--- src/sv/ocu_pkg.sv ---
package ocu_pkg;

	localparam int CORDIC_STEPS_DEF = 16;
	localparam int QDEPTH = 2;
	localparam int CFG_IW = 8;

	localparam logic signed [33:0] DEG_90 = 34'sd5898240;
	localparam logic signed [33:0] DEG_180 = 34'sd11796480;
	localparam logic signed [33:0] DEG_360 = 34'sd23592960;
	localparam logic signed [33:0] DEG_360_X183 = 34'sd4317511680;
	localparam logic signed [32:0] INV_GAIN = 33'sd652032874;
	localparam logic signed [66:0] HALF_Q30 = 67'sd536870912;

	localparam logic signed [31:0] PITCH_MIN_RST = 32'sd65536;
	localparam logic signed [31:0] PITCH_MAX_RST = 32'sd11730944;
	localparam logic signed [31:0] PITCH_INIT_RST = 32'sd1310720;
	localparam logic signed [31:0] DIST_INIT_RST = 32'sd655360;

	typedef enum logic [1:0] {
		REG_PITCH_MIN = 2'd0,
		REG_PITCH_MAX = 2'd1,
		REG_PITCH_INIT = 2'd2,
		REG_DIST_INIT = 2'd3
	} cfg_reg_t;

	typedef enum logic {
		CMD_UPDATE = 1'b0,
		CMD_REINIT = 1'b1
	} cmd_t;

	typedef enum logic [2:0] {
		B_IDLE,
		B_RED,
		B_FOLD,
		B_CORD,
		B_MUL,
		B_FIN
	} bstate_t;

	typedef struct packed {
		cmd_t cmd;
		logic signed [31:0] pitch;
		logic signed [31:0] distance;
		logic signed [32:0] theta;
		logic signed [31:0] yaw;
		logic signed [31:0] tx;
		logic signed [31:0] ty;
		logic signed [31:0] tz;
	} job_t;

	typedef struct packed {
		logic pop;
		logic fin;
	} bstat_t;

	function automatic logic signed [31:0] sat32(input logic signed [39:0] v);
		if (v > 40'sd2147483647)
			return 32'sh7fffffff;
		else if (v < -40'sd2147483648)
			return 32'sh80000000;
		else
			return v[31:0];
	endfunction

	function automatic logic signed [25:0] atan_deg(input logic [4:0] i);
		logic signed [25:0] a;
		case (i)
			5'd0: a = 26'sd2949120;
			5'd1: a = 26'sd1740967;
			5'd2: a = 26'sd919879;
			5'd3: a = 26'sd466945;
			5'd4: a = 26'sd234379;
			5'd5: a = 26'sd117304;
			5'd6: a = 26'sd58666;
			5'd7: a = 26'sd29335;
			5'd8: a = 26'sd14668;
			5'd9: a = 26'sd7334;
			5'd10: a = 26'sd3667;
			5'd11: a = 26'sd1833;
			5'd12: a = 26'sd917;
			5'd13: a = 26'sd458;
			5'd14: a = 26'sd229;
			5'd15: a = 26'sd115;
			5'd16: a = 26'sd57;
			5'd17: a = 26'sd29;
			5'd18: a = 26'sd14;
			5'd19: a = 26'sd7;
			5'd20: a = 26'sd4;
			5'd21: a = 26'sd2;
			5'd22: a = 26'sd1;
			default: a = 26'sd0;
		endcase
		return a;
	endfunction

endpackage

--- src/sv/ocu_back.sv ---
module ocu_back #(
	parameter int CORDIC_STEPS = ocu_pkg::CORDIC_STEPS_DEF
) (
	input  logic clk,
	input  logic arst_n,
	input  logic q_empty,
	input  ocu_pkg::job_t q_job,
	output logic q_pop,
	output logic out_valid,
	input  logic out_ready,
	output logic signed [31:0] cam_x,
	output logic signed [31:0] cam_y,
	output logic signed [31:0] cam_z,
	output logic signed [31:0] cam_yaw,
	output logic signed [31:0] cam_pitch,
	output ocu_pkg::bstat_t stat
);
	import ocu_pkg::*;

	localparam int IW = $clog2(CORDIC_STEPS);

	bstate_t state_q, state_d;
	job_t job_q;
	logic pass_q;
	logic [33:0] red_q;
	logic [3:0] k_q;
	logic [IW-1:0] i_q;
	logic signed [32:0] x_q, y_q;
	logic signed [25:0] z_q;
	logic negc_q;
	logic signed [32:0] sp_q, cp_q, st_q, ct_q;
	logic signed [66:0] prod_q;
	logic [2:0] m_q;
	logic signed [33:0] hor_q, vert_q;
	logic signed [36:0] ma_q, mb_q;
	logic out_valid_q;

	logic signed [33:0] red_in, fr, fr2;
	logic [33:0] step_c;
	logic fneg;
	logic signed [32:0] dx, dy;
	logic signed [25:0] at;
	logic signed [33:0] opa;
	logic signed [32:0] opb;
	logic signed [66:0] rnd;

	assign q_pop = state_q == B_IDLE && !q_empty && !out_valid_q;
	assign out_valid = out_valid_q;
	assign stat.pop = q_pop;
	assign stat.fin = state_q == B_FIN;

	always_comb begin
		red_in = 34'(job_q.theta);
		step_c = 34'(DEG_360) << k_q;
		fr = (red_q < 34'(DEG_180)) ? $signed(red_q) : $signed(red_q) - DEG_360;
		fneg = 1'b0;
		fr2 = fr;
		if (fr > DEG_90) begin
			fr2 = DEG_180 - fr;
			fneg = 1'b1;
		end else if (fr < -DEG_90) begin
			fr2 = -DEG_180 - fr;
			fneg = 1'b1;
		end
		dx = y_q >>> i_q;
		dy = x_q >>> i_q;
		at = atan_deg(5'(i_q));
		case (m_q)
			3'd0: begin opa = 34'(job_q.distance); opb = cp_q; end
			3'd1: begin opa = 34'(job_q.distance); opb = sp_q; end
			3'd2: begin opa = hor_q; opb = st_q; end
			default: begin opa = hor_q; opb = ct_q; end
		endcase
		rnd = (prod_q + HALF_Q30) >>> 30;
	end

	always_comb begin
		state_d = state_q;
		unique case (state_q)
			B_IDLE: if (q_pop) state_d = (q_job.cmd == CMD_REINIT) ? B_FIN : B_RED;
			B_RED: if (k_q == 4'd0) state_d = B_FOLD;
			B_FOLD: state_d = B_CORD;
			B_CORD: if (i_q == IW'(CORDIC_STEPS - 1)) state_d = pass_q ? B_MUL : B_RED;
			B_MUL: if (m_q == 3'd4) state_d = B_FIN;
			B_FIN: state_d = B_IDLE;
			default: state_d = B_IDLE;
		endcase
	end

	always_ff @(posedge clk or negedge arst_n) begin
		if (!arst_n) begin
			state_q <= B_IDLE;
			out_valid_q <= 1'b0;
		end else begin
			state_q <= state_d;
			if (state_q == B_FIN)
				out_valid_q <= 1'b1;
			else if (out_ready)
				out_valid_q <= 1'b0;
		end
	end

	always_ff @(posedge clk) begin
		unique case (state_q)
			B_IDLE: begin
				job_q <= q_job;
				pass_q <= 1'b0;
				k_q <= 4'd8;
				m_q <= 3'd0;
				ma_q <= '0;
				mb_q <= -37'(q_job.distance);
				vert_q <= 34'(q_job.pitch);
				red_q <= (34'(q_job.pitch) < 0) ? 34'(q_job.pitch) + DEG_360_X183
					: 34'(q_job.pitch);
			end
			B_RED: begin
				if (red_q >= step_c)
					red_q <= red_q - step_c;
				k_q <= k_q - 4'd1;
			end
			B_FOLD: begin
				x_q <= INV_GAIN;
				y_q <= '0;
				z_q <= fr2[25:0];
				negc_q <= fneg;
				i_q <= '0;
			end
			B_CORD: begin
				if (z_q >= 0) begin
					x_q <= x_q - dx;
					y_q <= y_q + dy;
					z_q <= z_q - at;
				end else begin
					x_q <= x_q + dx;
					y_q <= y_q - dy;
					z_q <= z_q + at;
				end
				i_q <= i_q + IW'(1);
				if (i_q == IW'(CORDIC_STEPS - 1)) begin
					if (pass_q) begin
						st_q <= y_q + (z_q >= 0 ? dy : -dy);
						ct_q <= negc_q ? -(x_q - (z_q >= 0 ? dx : -dx))
							: x_q - (z_q >= 0 ? dx : -dx);
					end else begin
						sp_q <= y_q + (z_q >= 0 ? dy : -dy);
						cp_q <= negc_q ? -(x_q - (z_q >= 0 ? dx : -dx))
							: x_q - (z_q >= 0 ? dx : -dx);
					end
					pass_q <= 1'b1;
					k_q <= 4'd8;
					red_q <= (red_in < 0) ? red_in + DEG_360_X183 : red_in;
				end
			end
			B_MUL: begin
				prod_q <= opa * opb;
				m_q <= m_q + 3'd1;
				case (m_q)
					3'd1: hor_q <= rnd[33:0];
					3'd2: vert_q <= rnd[33:0];
					3'd3: ma_q <= rnd[36:0];
					3'd4: mb_q <= rnd[36:0];
					default: ;
				endcase
			end
			B_FIN: begin
				cam_x <= sat32(40'(job_q.tx) - 40'(ma_q));
				cam_y <= sat32(40'(job_q.ty) + 40'(vert_q));
				cam_z <= sat32(40'(job_q.tz) - 40'(mb_q));
				cam_yaw <= job_q.yaw;
				cam_pitch <= job_q.pitch;
			end
			default: ;
		endcase
	end

endmodule
--- config.mk ---
export PLATFORM = sky130hd
export DESIGN_NAME = ocu_back
export DESIGN_NICKNAME = d
export VERILOG_FILES = /design/src/sv/ocu_pkg.sv /design/src/sv/ocu_back.sv
export SDC_FILE = /design/constraint.sdc
export NUM_CORES = 2
export LEC_CHECK = 0
export ABC_AREA = 1
export ABC_CLOCK_PERIOD_IN_PS = 20900
export BUFFER_PORTS_ARGS = -buffer_cell sky130_fd_sc_hd__buf_4
export CORE_UTILIZATION = 50
export DETAILED_ROUTE_END_ITERATION = 16
export PLACE_DENSITY = 0.79
export SYNTH_ARGS = -nofsm -noshare
export SYNTH_HDL_FRONTEND = slang
export SYNTH_SLANG_ARGS = --single-unit
export TNS_END_PERCENT = 10
--- constraint.sdc ---
create_clock -name clk -period 20.9 [get_ports clk]
set_input_delay 4.18 -clock clk [delete_from_list [all_inputs] [get_ports clk]]
set_output_delay 4.18 -clock clk [all_outputs]
set_load 0.1 [all_outputs]
==> impl_metrics.py <==
metrics = {
    "run_status": {
        "outcome": "finished, final reports clean",
    },
    "yosys": {
        "yosys-top-cells-area": "edfxtp_1 (28%), fa_1 (26%), nand2_1 (9.5%)",
        "avgSynthCellArea_sq_um": 8.54,
        "synth_nets": 12500,
        "synth_top_cell_area_share": 0.275,
        "synth_top_cell_by_area": "edfxtp_1",
        "synth-edff-count": 836,
        "syn_area_sq_mm": 0.0912,
        "synthFlopType": "edfxtp_1",
        "synthCells": 10700,
        "synth-async-reset-ratio": 0.00464,
        "yosys_warnings": 0,
        "synthDistinctLibCells": 71,
        "yosysSeqAreaShare": 0.281,
        "ys_ff_latch": 862,
    },
    "final_layout": {
        "areaGrowthSynthToFinish_pct": 9.94,
        "stdcell_area_sq_mm": 0.100,
        "utilization": 0.554,
        "drive_gt1_frac": 0.0707,
        "nets": 12800,
    },
    "timing": {
        "clock.fmax_ghz": 0.0886,
        "setup_violations": 0,
        "slew-limit-headroom": 0.0629,
        "finalMaxSlewViolations": 0,
        "hold_viol": 0,
        "min_period_ns": 11.29,
        "rsz0062_at_grt": "false",
        "fin_skew_ns": 0.0659,
        "period_share": 0.540,
        "worst_pin_slew_ns": 1.41,
        "tns_ns": 0,
    },
    "floorplan": {
        "fp.dieH_um": 429,
        "io_pins": 394,
        "rows": 156,
        "core-area_sq_mm": 0.181,
        "fp.dieW_um": 429,
        "die-area_sq_mm": 0.184,
        "initial_core_util": 0.504,
    },
    "cts": {
        "cts_buffers": 95,
        "clock_path_buffers": 3,
        "cts_resized": 0,
        "clk_pin_slew_ns": 0.07,
        "cts.sink_count": 862,
        "cts_tree": "yes",
        "htree_levels": 3,
        "clockRootBuffer": "clkbuf_16",
        "insertion_delay_ns": 0.76,
        "cts_setup_buffers": 0,
        "cts_hold_buf": 0,
    },
    "global_routing": {
        "antenna_found_initial": 37,
        "grt_overflow": 0,
        "gr-usage-all-layers": 0.342,
        "grt_pass1_vias": 77000,
        "grt_pass1_wl_um": 472000,
        "grt_max_degree": 78,
    },
    "run": {
        "drv_cap": 0,
    },
    "worst_hold_path": {
        "min_to": "cam_yaw[3]",
        "hold_class": "flop to flop",
        "hold_path_depth": 0,
        "hp-start": "job_q[99]",
    },
    "critical_path": {
        "worstSetupPathType": "flop to flop",
        "crit_arrival_ns": 11.81,
        "required_ns": 21.43,
        "critPathMaxFanout": 57,
        "endpoint_kind": "flop",
        "critPathSlowestCell": "fa_1",
        "worstRegToRegCells": 31,
        "r2r_start": "m_q[0]",
        "r2r_end": "prod_q[63]",
        "critPathLaunchType": "flop",
        "critPathMaxStageDelay_ns": 0.96,
        "reg2reg_slack_ns": 9.61,
    },
    "routing": {
        "num_vias": 76900,
        "antenna_left": 0,
        "wl_per_cell_um": 23.6,
        "drc": 0,
        "viasPerCell": 5.72,
        "first_pass_iters": 7,
        "drt-initial-drc-count": 8761,
        "routed_wl_um": 318000,
    },
    "placement": {
        "place.port_buffers": 393,
        "hpwl_um": 250000,
        "place_area_sq_mm": 0.0969,
        "gp_congestion": 1.05,
    },
}
flip-flops by register name, indices dropped and copies added (netlist names), 34 cells and up:
signal,count
ma_q,37
job_q,225
red_q,34
vert_q,34
hor_q,34
prod_q,38
mb_q,37
how the worst max path moves through the flow:
stage                    start          to  slack (ns)
finish                  m_q[0]  prod_q[63]        9.61
global route            m_q[0]  prod_q[63]        8.97
CTS                     m_q[0]  prod_q[63]        9.82
detailed placement      m_q[0]  prod_q[63]        9.81
global placement        m_q[0]  prod_q[63]        9.92
floorplan           state_q[0]     stat[1]        2.75
synthesized netlist by cell type, types with 7 or more instances:
master / n
a21boi_0: 14
a21o_1: 18
a21oi_1: 427
a22o_1: 17
a31oi_1: 56
and2_1: 15
buf_1: 27
buf_2: 53
buf_6: 7
clkbuf_1: 222
clkinv_1: 32
dfxtp_1: 22
edfxtp_1: 836
fa_1: 1181
ha_1: 454
inv_1: 2016
inv_2: 12
nand2_1: 2296
nand3_1: 526
nand3b_1: 8
nand4_1: 103
nor2_1: 1183
nor2_2: 10
nor3_1: 92
nor3_2: 7
nor4_1: 33
o211ai_1: 39
o21a_1: 23
o21ai_0: 358
o21ai_1: 71
o21ai_2: 12
o21bai_1: 17
o221ai_1: 11
or2_2: 16
xnor2_1: 103
xor2_1: 270
stage by stage:
stage,hold slack [ns],std cells,setup WS [ns]
2_1_floorplan,0.400,10700,2.75
3_3_place_gp,0.400,13200,9.92
3_5_place_dp,0.405,13200,9.81
4_1_cts,0.419,13400,9.82
5_1_grt,0.420,13400,8.97
6_report,0.418,13500,9.61
critical path: cells and delay by family (launching register included):
kind	cells	cell delay, ns
buf+inv	9	2.55
simple gates	6	1.48
compound gates	6	1.22
fa+ha+maj	10	5.35
flops	1	0.45
cell families after synthesis:
logic type / count (synthesis) / synth area share
XOR/XNOR: 373 / 0.0358
adder cells (fa/ha/maj): 1635 / 0.322
flip-flops: 862 / 0.281
buffers and inverters: 2375 / 0.0994
AO/OA/AOI/OAI: 1104 / 0.0677
AND/OR/NAND/NOR: 4326 / 0.194
layout by cell type, fill, tap and decap left out, types with 15 or more instances in the layout:
cell,count
o21ai_1,48
a22o_1,17
o211ai_1,39
and2_1,15
nand3_1,526
o21ai_0,347
xnor2_1,103
a21o_1,18
diode_2,38
nor2_1,1176
nor3_1,90
a31oi_1,56
xor2_1,270
nor4_1,33
o21a_1,23
or2_2,16
inv_1,2014
clkbuf_16,97
fa_1,1181
clkinv_1,48
nand2_1,2296
nand4_1,103
o21bai_1,17
dfxtp_1,22
edfxtp_1,836
buf_4,507
o21ai_2,39
a21oi_1,425
ha_1,454
final cells by class:
class	count	area, sq um
antenna	38	95.1
clock buffer	114	2520
clock inverter	62	733
fill	15900	80700
inverter	2060	7730
multi-input combinational	7438	56700
sequential	862	25600
tap	2370	2970
timing repair buffer	507	3810
routing by layer:
metal / global-route usage / vias to the layer above / routed length [um]
met2: 0.522 / 4566 / 139000
met5: 0.00755 / - / 220
met3: 0.103 / 1082 / 37400
met4: 0.188 / 14 / 21300
li1: - / 34100 / -
met1: 0.433 / 37200 / 119000
Power is not shown: default switching activity piles up to over one toggle a cycle in this logic, so the estimate is an artifact.
