[src/sv/ocu_pkg.sv]
package ocu_pkg;

	localparam int CORDIC_STEPS_DEF = 16;
	localparam int QDEPTH = 2;
	localparam int CFG_IW = 8;

	localparam logic signed [33:0] DEG_90 = 34'sd5898240;
	localparam logic signed [33:0] DEG_180 = 34'sd11796480;
	localparam logic signed [33:0] DEG_360 = 34'sd23592960;
	localparam logic signed [33:0] DEG_360_X183 = 34'sd4317511680;
	localparam logic signed [32:0] INV_GAIN = 33'sd652032874;
	localparam logic signed [66:0] HALF_Q30 = 67'sd536870912;

	localparam logic signed [31:0] PITCH_MIN_RST = 32'sd65536;
	localparam logic signed [31:0] PITCH_MAX_RST = 32'sd11730944;
	localparam logic signed [31:0] PITCH_INIT_RST = 32'sd1310720;
	localparam logic signed [31:0] DIST_INIT_RST = 32'sd655360;

	typedef enum logic [1:0] {
		REG_PITCH_MIN = 2'd0,
		REG_PITCH_MAX = 2'd1,
		REG_PITCH_INIT = 2'd2,
		REG_DIST_INIT = 2'd3
	} cfg_reg_t;

	typedef enum logic {
		CMD_UPDATE = 1'b0,
		CMD_REINIT = 1'b1
	} cmd_t;

	typedef enum logic [2:0] {
		B_IDLE,
		B_RED,
		B_FOLD,
		B_CORD,
		B_MUL,
		B_FIN
	} bstate_t;

	typedef struct packed {
		cmd_t cmd;
		logic signed [31:0] pitch;
		logic signed [31:0] distance;
		logic signed [32:0] theta;
		logic signed [31:0] yaw;
		logic signed [31:0] tx;
		logic signed [31:0] ty;
		logic signed [31:0] tz;
	} job_t;

	typedef struct packed {
		logic pop;
		logic fin;
	} bstat_t;

	function automatic logic signed [31:0] sat32(input logic signed [39:0] v);
		if (v > 40'sd2147483647)
			return 32'sh7fffffff;
		else if (v < -40'sd2147483648)
			return 32'sh80000000;
		else
			return v[31:0];
	endfunction

	function automatic logic signed [25:0] atan_deg(input logic [4:0] i);
		logic signed [25:0] a;
		case (i)
			5'd0: a = 26'sd2949120;
			5'd1: a = 26'sd1740967;
			5'd2: a = 26'sd919879;
			5'd3: a = 26'sd466945;
			5'd4: a = 26'sd234379;
			5'd5: a = 26'sd117304;
			5'd6: a = 26'sd58666;
			5'd7: a = 26'sd29335;
			5'd8: a = 26'sd14668;
			5'd9: a = 26'sd7334;
			5'd10: a = 26'sd3667;
			5'd11: a = 26'sd1833;
			5'd12: a = 26'sd917;
			5'd13: a = 26'sd458;
			5'd14: a = 26'sd229;
			5'd15: a = 26'sd115;
			5'd16: a = 26'sd57;
			5'd17: a = 26'sd29;
			5'd18: a = 26'sd14;
			5'd19: a = 26'sd7;
			5'd20: a = 26'sd4;
			5'd21: a = 26'sd2;
			5'd22: a = 26'sd1;
			default: a = 26'sd0;
		endcase
		return a;
	endfunction

endpackage

[src/sv/ocu_queue.sv]
module ocu_queue (
	input  logic clk,
	input  logic arst_n,
	input  logic push,
	input  ocu_pkg::job_t push_job,
	input  logic pop,
	output ocu_pkg::job_t head_job,
	output logic full,
	output logic empty,
	output logic [1:0] count
);
	import ocu_pkg::*;

	job_t mem_q [QDEPTH];
	logic wp_q, rp_q;
	logic [1:0] cnt_q;

	assign full = cnt_q == 2'(QDEPTH);
	assign empty = cnt_q == 2'd0;
	assign count = cnt_q;
	assign head_job = mem_q[rp_q];

	always_ff @(posedge clk) begin
		if (push)
			mem_q[wp_q] <= push_job;
	end

	always_ff @(posedge clk or negedge arst_n) begin
		if (!arst_n) begin
			wp_q <= 1'b0;
			rp_q <= 1'b0;
			cnt_q <= 2'd0;
		end else begin
			if (push)
				wp_q <= !wp_q;
			if (pop)
				rp_q <= !rp_q;
			cnt_q <= cnt_q + 2'(push) - 2'(pop);
		end
	end

endmodule

[config.mk]
export PLATFORM = sky130hd
export DESIGN_NAME = ocu_queue
export DESIGN_NICKNAME = d
export VERILOG_FILES = /design/src/sv/ocu_pkg.sv /design/src/sv/ocu_queue.sv
export SDC_FILE = /design/constraint.sdc
export NUM_CORES = 1
export LEC_CHECK = 0
export BUFFER_PORTS_ARGS = -buffer_cell sky130_fd_sc_hd__buf_2
export CAP_MARGIN = 20
export CORE_MARGIN = 3
export CORE_UTILIZATION = 43
export DETAILED_ROUTE_END_ITERATION = 6
export MAX_ROUTING_LAYER = met4
export PLACE_DENSITY = 0.68
export SYNTH_ARGS = -nofsm -noshare
export SYNTH_HDL_FRONTEND = slang
export SYNTH_SLANG_ARGS = --single-unit
[constraint.sdc]
create_clock -name clk -period 15.5 [get_ports clk]
set_input_delay 1.55 -clock clk [delete_from_list [all_inputs] [get_ports clk]]
set_output_delay 1.55 -clock clk [all_outputs]
set_load 0.1 [all_outputs]
==> results of run 1 <==
-- state kept, by name, indices dropped and copies added, names as in the netlist --
signal	flops
mem_q	452
wp_q	1
count	2
rp_q	1
-- layer usage --
metal / vias up / track usage
li1: 3870 / -
met1: 4191 / 0.1925
met2: 358 / 0.2768
met3: 81 / 0.05676
met4: 0 / 0.07845
met5: - / -
-- placed cells by master (no fill, tap or decap) --
master                       Yosys  layout
sky130_fd_sc_hd__mux2_2        196     196
sky130_fd_sc_hd__nor2b_4         0       1
sky130_fd_sc_hd__ha_1            2       2
sky130_fd_sc_hd__nor2_1          1       1
sky130_fd_sc_hd__clkbuf_8        0       4
sky130_fd_sc_hd__clkbuf_1        0      12
sky130_fd_sc_hd__nor2b_1         2       1
sky130_fd_sc_hd__edfxtp_1      452     452
sky130_fd_sc_hd__mux2_4         30      30
sky130_fd_sc_hd__and2_4          0       1
sky130_fd_sc_hd__clkinvlp_4      0       1
sky130_fd_sc_hd__xor2_1          2       2
sky130_fd_sc_hd__buf_4          11       9
sky130_fd_sc_hd__bufinv_16       0       2
sky130_fd_sc_hd__diode_2         0      11
sky130_fd_sc_hd__inv_1           2       2
sky130_fd_sc_hd__dfrtp_1         4       3
sky130_fd_sc_hd__xor3_1          1       1
sky130_fd_sc_hd__clkinv_2        0       2
sky130_fd_sc_hd__clkbuf_16       0      47
sky130_fd_sc_hd__dfrtp_4         0       1
sky130_fd_sc_hd__clkinv_1        0       6
sky130_fd_sc_hd__buf_2          10     459
sky130_fd_sc_hd__inv_6           0       2
-- per-stage QoR --
stage                     cells  instance area (um2)  hold slack (ns)
final                      1759                20870           0.5435
after floorplan             718                16600           0.4555
after detailed placement   1672                19440           0.5390
after global placement     1672                19440           0.5286
after global routing       1759                20870           0.5628
after CTS                  1748                20840           0.5469
-- final timing paths --
kind                                 to    from  depth (start not counted)
max in group asynchronous          rp_q  arst_n                          1
max                         head_job[3]    rp_q                          4
max reg2reg                mem_q[0][27]    wp_q                          3
min                                wp_q    wp_q                          1
min reg2reg                        wp_q    wp_q                          1
min in group asynchronous      count[1]  arst_n                          1
-- cell families after synthesis --
group | synth area share
xor gates and xnor gates | 0.002487
and+or+nand+nor | 0.001356
adders and majority gates | 0.001507
muxes | 0.1600
DFF | 0.8235
buffers and inverters | 0.01115
-- cell type report --
class                           instances  share of cell area
Clock inverter                         13            0.005637
Multi-Input combinational cell        235              0.1321
Sequential cell                       456              0.6555
Inverter                                2           0.0003598
Timing Repair Buffer                  468              0.1133
Antenna cell                           11            0.001319
Tap cell                              511             0.03064
Clock buffer                           63             0.06116
==> metrics.md, run 1 <==
| Metric | Value |
|---|---|
| Sum of routed wire length over all layers | 35190 um |
| Final RePlAce weighted congestion | 0.8210 |
| Most instantiated library cell after synthesis | sky130_fd_sc_hd__edfxtp_1 |
| Initial antenna violation count | 11 |
| Full die area | 41010 um2 |
| Number of global-route vias before repair | 9050 |
| Final HPWL DP | 23910 um |
| M1 WL | 13160 um |
| Slew margin rel. | 0.2989 |
| Final count of negative-setup-slack endpoints | 0 |
| TritonCTS buffer count | 46 |
| Ranking of synthesized cells by instance count | sky130_fd_sc_hd__edfxtp_1, sky130_fd_sc_hd__mux2_2, sky130_fd_sc_hd__mux2_4 |
| Count of buffers from port buffering | 459 |
| Share of async-settable or async-resettable flops after synthesis | 0.008772 |
| Required time of the worst setup path | 13.95 ns |
| Multi-input logic area | 2756 um2 |
| Post-CTS Resized | 0 |
| Top post-synthesis cells by area | sky130_fd_sc_hd__edfxtp_1, sky130_fd_sc_hd__mux2_2, sky130_fd_sc_hd__mux2_4 |
| Starting density of the core | 0.4388 |
| Final number of max-transition violations | 0 |
| Detailed-routing iteration count for the pre-antenna-repair pass | 4 |
| Cell-by-cell listing of the critical path | buf_4 -> buf_4 -> mux2_2 -> buf_2 |
| DRC errors left | 0 |
| Synthesis-to-layout area growth | 25.67% |
| Library cell with the largest summed area after synthesis | sky130_fd_sc_hd__edfxtp_1 |
| Critical path endpoint category | primary output |
| Wirelength per Cell | 20.00 um |
| Via total after detailed routing | 8500 |
| Flop2flop setup slack | 12.19 ns |
| Number of top-level pins | 460 |
| Part of the cycle the worst path needs | 0.3402 |
| Shortest period the worst path allows | 5.273 ns |
| Count of distinct cell types in the synthesized netlist | 14 |
| Die Wd | 202.5 um |
| Clk Tree Root Cell | sky130_fd_sc_hd__clkbuf_16 |
| Sequential cell area in the final layout | 13680 um2 |
| Startpoint kind of the worst setup timing path | register |
| Number of antenna-violating nets in the routed design | 0 |
| Count of final hold-check violations | 0 |
| FMAX | 0.1896 GHz |
| Post-Synthesis Cell Area | 16600 um2 |
| Final core occ | 0.5514 |
| Maximum Capacitance Violations | 0 |
| Mean instance size in the synthesized netlist | 23.13 um2 |
| Worst Max-Slew Pin Slew | 1.052 ns |
| Standard-cell rows | 71 |
| Y dimension of the die | 202.5 um |
| Critical path class | reg2out |
| Total global-route track usage | 0.1704 |
| Area share of the leading cell type in the synthesized netlist | 0.8174 |
| Stage delay of the slowest cell on the critical path | 0.83 ns |
| Worst hold path class | reg2reg |
| DR WL met3 | 3123 um |
| Most frequent CP cell | sky130_fd_sc_hd__buf_4 |
| Largest clock skew in the final design | 0.007802 ns |
| Clock Pin Slew Worst Setup and Hold Paths | 0.06 ns |
| Number of flops mapped to enable cells by yosys | 452 |
| Final-layout setup total negative slack | 0 ns |
| Critical path data arrival time | 3.72 ns |
| Family with the most delay on the worst path | buffers and inverters |
| TritonCTS Sinks | 456 |
| Detailed-route vias per instance | 4.832 |
| Flip-flop cell with the highest count after synthesis | sky130_fd_sc_hd__edfxtp_1 |
| Met2 Routed Length | 17610 um |
| Hold buffers post-CTS | 0 |
| Maximum level of the CTS H-tree | 2 |
| Post-placement worst setup slack | 10.80 ns |
| Maximum number of pins on one net before global-route repair | 78 |
| Yosys synthesis warning count | 0 |
| Unrepaired setup endpoints after global routing | no |
| Buffer count from post-CTS setup fixing | 0 |
| Gate Count Post-Synth | 718 |
| Worst setup margin | 10.23 ns |
| Worst-Skew Late Latency | 0.55 ns |
| Worst Path Buf+Inv | 3 |
| Register area share after synthesis | 0.8234 |
| Drt initial violations | 429 |
| Net count of the mapped netlist | 950 |
| Fraction of final layout cells with drive strength greater than 1 | 0.6103 |
| First-pass GRT wire length | 51470 um |
| Flops & latches, synth | 456 |
| Total overflow reported by the global router | 0 |
| TritonCTS clock tree | built |
| NumNets Final | 1441 |
| Top metal layer carrying routed signals | met4 |
| Clock tree buffer depth | 3 |
| Critical-path top delay cell | sky130_fd_sc_hd__dfrtp_4 |
| Crit path max fanout | 64 |
| Status | completed |
| Layout filler cell count | 2991 |
| Core Box Area | 37840 um2 |
Power of run 1 is left out: the tool's default activity adds up to more than one toggle a clock period on the data nets, which glitch-free logic cannot reach.
==> inputs of run 2 (changes only) <==
PLACE_DENSITY = 0.7   (was 0.68)
clock period = 4.5 ns   (was 15.5 ns; I/O delays follow)
==> run 2 against run 1 <==
Worst setup slack worse by 8.8 ns. Via count increased by 0.54%. Critical path depth down 1. Worst hold slack lost 0.47 ns. First-iteration DRC count up 29%. Core utilization is 0.60 points higher. Design area increased by 1.1%. Routed wire length grew 0.29%. Non-clock buffer count rose by 4. Count of clock-buffer cells in the layout is 5 higher. Global-route usage increased by 0.17 points. Flip-flop and latch count stayed put. Critical path type unchanged. Highest routed layer unchanged.
==> metrics.md, run 2 (synthesis results as in run 1) <==
| Metric | Value |
|---|---|
| Final RePlAce weighted congestion | 0.8240 (+0.37%) |
| Number of global-route vias before repair | 9164 (+1.3%) |
| Drt initial violations | 552 (+29%) |
| Total overflow reported by the global router | 0 (unchanged) |
| Wirelength per Cell | 19.91 um (-0.44%) |
| Maximum level of the CTS H-tree | 2 (unchanged) |
| Final number of max-transition violations | 0 (unchanged) |
| Count of buffers from port buffering | 459 (unchanged) |
| Number of top-level pins | 460 (unchanged) |
| Post-CTS Resized | 0 (unchanged) |
| Buffer count from post-CTS setup fixing | 0 (unchanged) |
| Cell-by-cell listing of the critical path | buf_12 -> mux2_2 -> buf_2 |
| Number of standard cells in the layout, taps in and fillers out | 1772 (+0.74%) |
| FF-to-FF path depth | 2 (-1) |
| Detailed-routing iteration count for the pre-antenna-repair pass | 6 (+2) |
| Worst Max-Slew Pin Slew | 0.9003 ns (-0.1513 ns) |
| Part of the cycle the worst path needs | 0.6919 |
| Synthesis-to-layout area growth | 27.02% |
| Full die area | 41010 um2 (unchanged) |
| Crit path max fanout | 63 (-1.6%) |
| Worst hold path stage count | 1 (unchanged) |
| Starting density of the core | 0.4388 (unchanged) |
| Worst Path Buf+Inv | 2 (-1) |
| Clk Tree Root Cell | sky130_fd_sc_hd__clkbuf_16 |
| Critical path endpoint category | primary output |
| Shortest period the worst path allows | 3.114 ns |
| Final HPWL DP | 24170 um (+1.1%) |
| Worst-Skew Late Latency | 0.55 ns (about the same) |
| Maximum Capacitance Violations | 0 (unchanged) |
| First-pass GRT wire length | 52360 um (+1.7%) |
| TritonCTS Sinks | 456 (unchanged) |
| Critical path data arrival time | 2.66 ns (-1.06 ns) |
| Status | completed |
| Largest clock skew in the final design | 0.02139 ns (+0.01359 ns) |
| Slew margin rel. | 0.3998 (+0.1009) |
| Clock tree buffer depth | 3 (unchanged) |
| Count of final hold-check violations | 0 (unchanged) |
| TritonCTS clock tree | built |
| Family with the most delay on the worst path | flip-flops |
| Startpoint kind of the worst setup timing path | register |
| Flop2flop setup slack | 2.38 ns (-9.81 ns) |
| Commonest cells after routing, fill and taps aside | sky130_fd_sc_hd__buf_2, sky130_fd_sc_hd__edfxtp_1, sky130_fd_sc_hd__mux2_2 |
| Clock Pin Slew Worst Setup and Hold Paths | 0.06 ns (about the same) |
| NumNets Final | 1445 (+0.28%) |
| Sum of routed wire length over all layers | 35290 um (+0.29%) |
| Detailed-route vias per instance | 4.823 (-0.20%) |
| Initial antenna violation count | 12 (+1) |
| Number of flip-flops under the largest register name | 452 (unchanged) |
| Final count of negative-setup-slack endpoints | 0 (unchanged) |
| Fraction of final layout cells with drive strength greater than 1 | 0.6085 (-0.001861) |
| Final-layout setup total negative slack | 0 ns (unchanged) |
| Number of antenna-violating nets in the routed design | 0 (unchanged) |
| Standard-cell rows | 71 (unchanged) |
| Core Box Area | 37840 um2 (unchanged) |
| Worst hold margin | 0.07546 ns (-0.4680 ns) |
| Critical-path top delay cell | sky130_fd_sc_hd__dfrtp_4 |
| Die Wd | 202.5 um (unchanged) |
| Stage delay of the slowest cell on the critical path | 0.87 ns (+0.04 ns) |
| Worst hold path class | in2reg |
| Required time of the worst setup path | 4.05 ns (-9.90 ns) |
| Total global-route track usage | 0.1721 (+0.001670) |
| Maximum number of pins on one net before global-route repair | 113 (+45%) |
| Total placed cells including tap cells | 1675 (+0.18%) |
| Hold buffers post-CTS | 1 (+1) |
| FMAX | 0.3212 GHz |
| DRC errors left | 0 (unchanged) |
| Logic depth of the worst setup path including buffers | 3 (-1) |
| Y dimension of the die | 202.5 um (unchanged) |
| Unrepaired setup endpoints after global routing | no |
| Register with the most flip-flops | mem_q |
| Via total after detailed routing | 8546 (+0.54%) |
| Leading cell type in the layout, fill and taps excluded | sky130_fd_sc_hd__buf_2 |
| Critical path class | reg2out |
| TritonCTS buffer count | 46 (unchanged) |
[run 2: cell types whose count changed in the layout (fill, tap and decap cells not counted), sizes merged]
cell	change
clkbuf	+5
diode	+1
inv	+1
clkinvlp	-1
dlygate4sd3	+1
clkinv	-1
bufinv	+4
buf	+3
[run 2: path summary, 6_finish.rpt]
check	startpoint	end
setup / recovery	rp_q	head_job[110]
hold / removal	push_job[182]	mem_q[0][182]
setup reg to reg	wp_q	mem_q[0][225]
hold reg to reg	wp_q	wp_q
max in group asynchronous	arst_n	rp_q
min in group asynchronous	arst_n	count[0]
[run 2: area by class of cell]
| class | instances | area, um2 |
|---|---|---|
| fill | 2958 | 16750 |
| clock buffer | 68 | 1285 |
| inverter | 2 | 7.507 |
| tap | 511 | 639.4 |
| sequential | 456 | 13680 |
| multi-input combinational | 235 | 2756 |
| clock inverter | 16 | 236.5 |
| timing repair buffer | 472 | 2460 |
| antenna | 12 | 30.03 |
[run 2: layer usage]
| layer | GRT usage | vias up | routed length (um) |
|---|---|---|---|
| met2 | 0.2745 | 370 | 17690 |
| met5 | - | - | 0 |
| met4 | 0.06706 | 0 | 986 |
| met1 | 0.2052 | 4219 | 13490 |
| met3 | 0.05612 | 65 | 3124 |
| li1 | - | 3892 | - |
[run 2: metrics by stage]
| step | utilization | worst slack [ns] | cell area, um2 |
|---|---|---|---|
| after floorplan | - | 0.2331 | 16610 |
| after global placement | 0.5161 | 1.988 | 19530 |
| after detailed placement | 0.5161 | 1.969 | 19530 |
| after CTS | 0.5565 | 1.342 | 21060 |
| after global routing | 0.5573 | 1.289 | 21090 |
| final | 0.5573 | 1.386 | 21090 |
Power of run 2 is left out for the same reason.
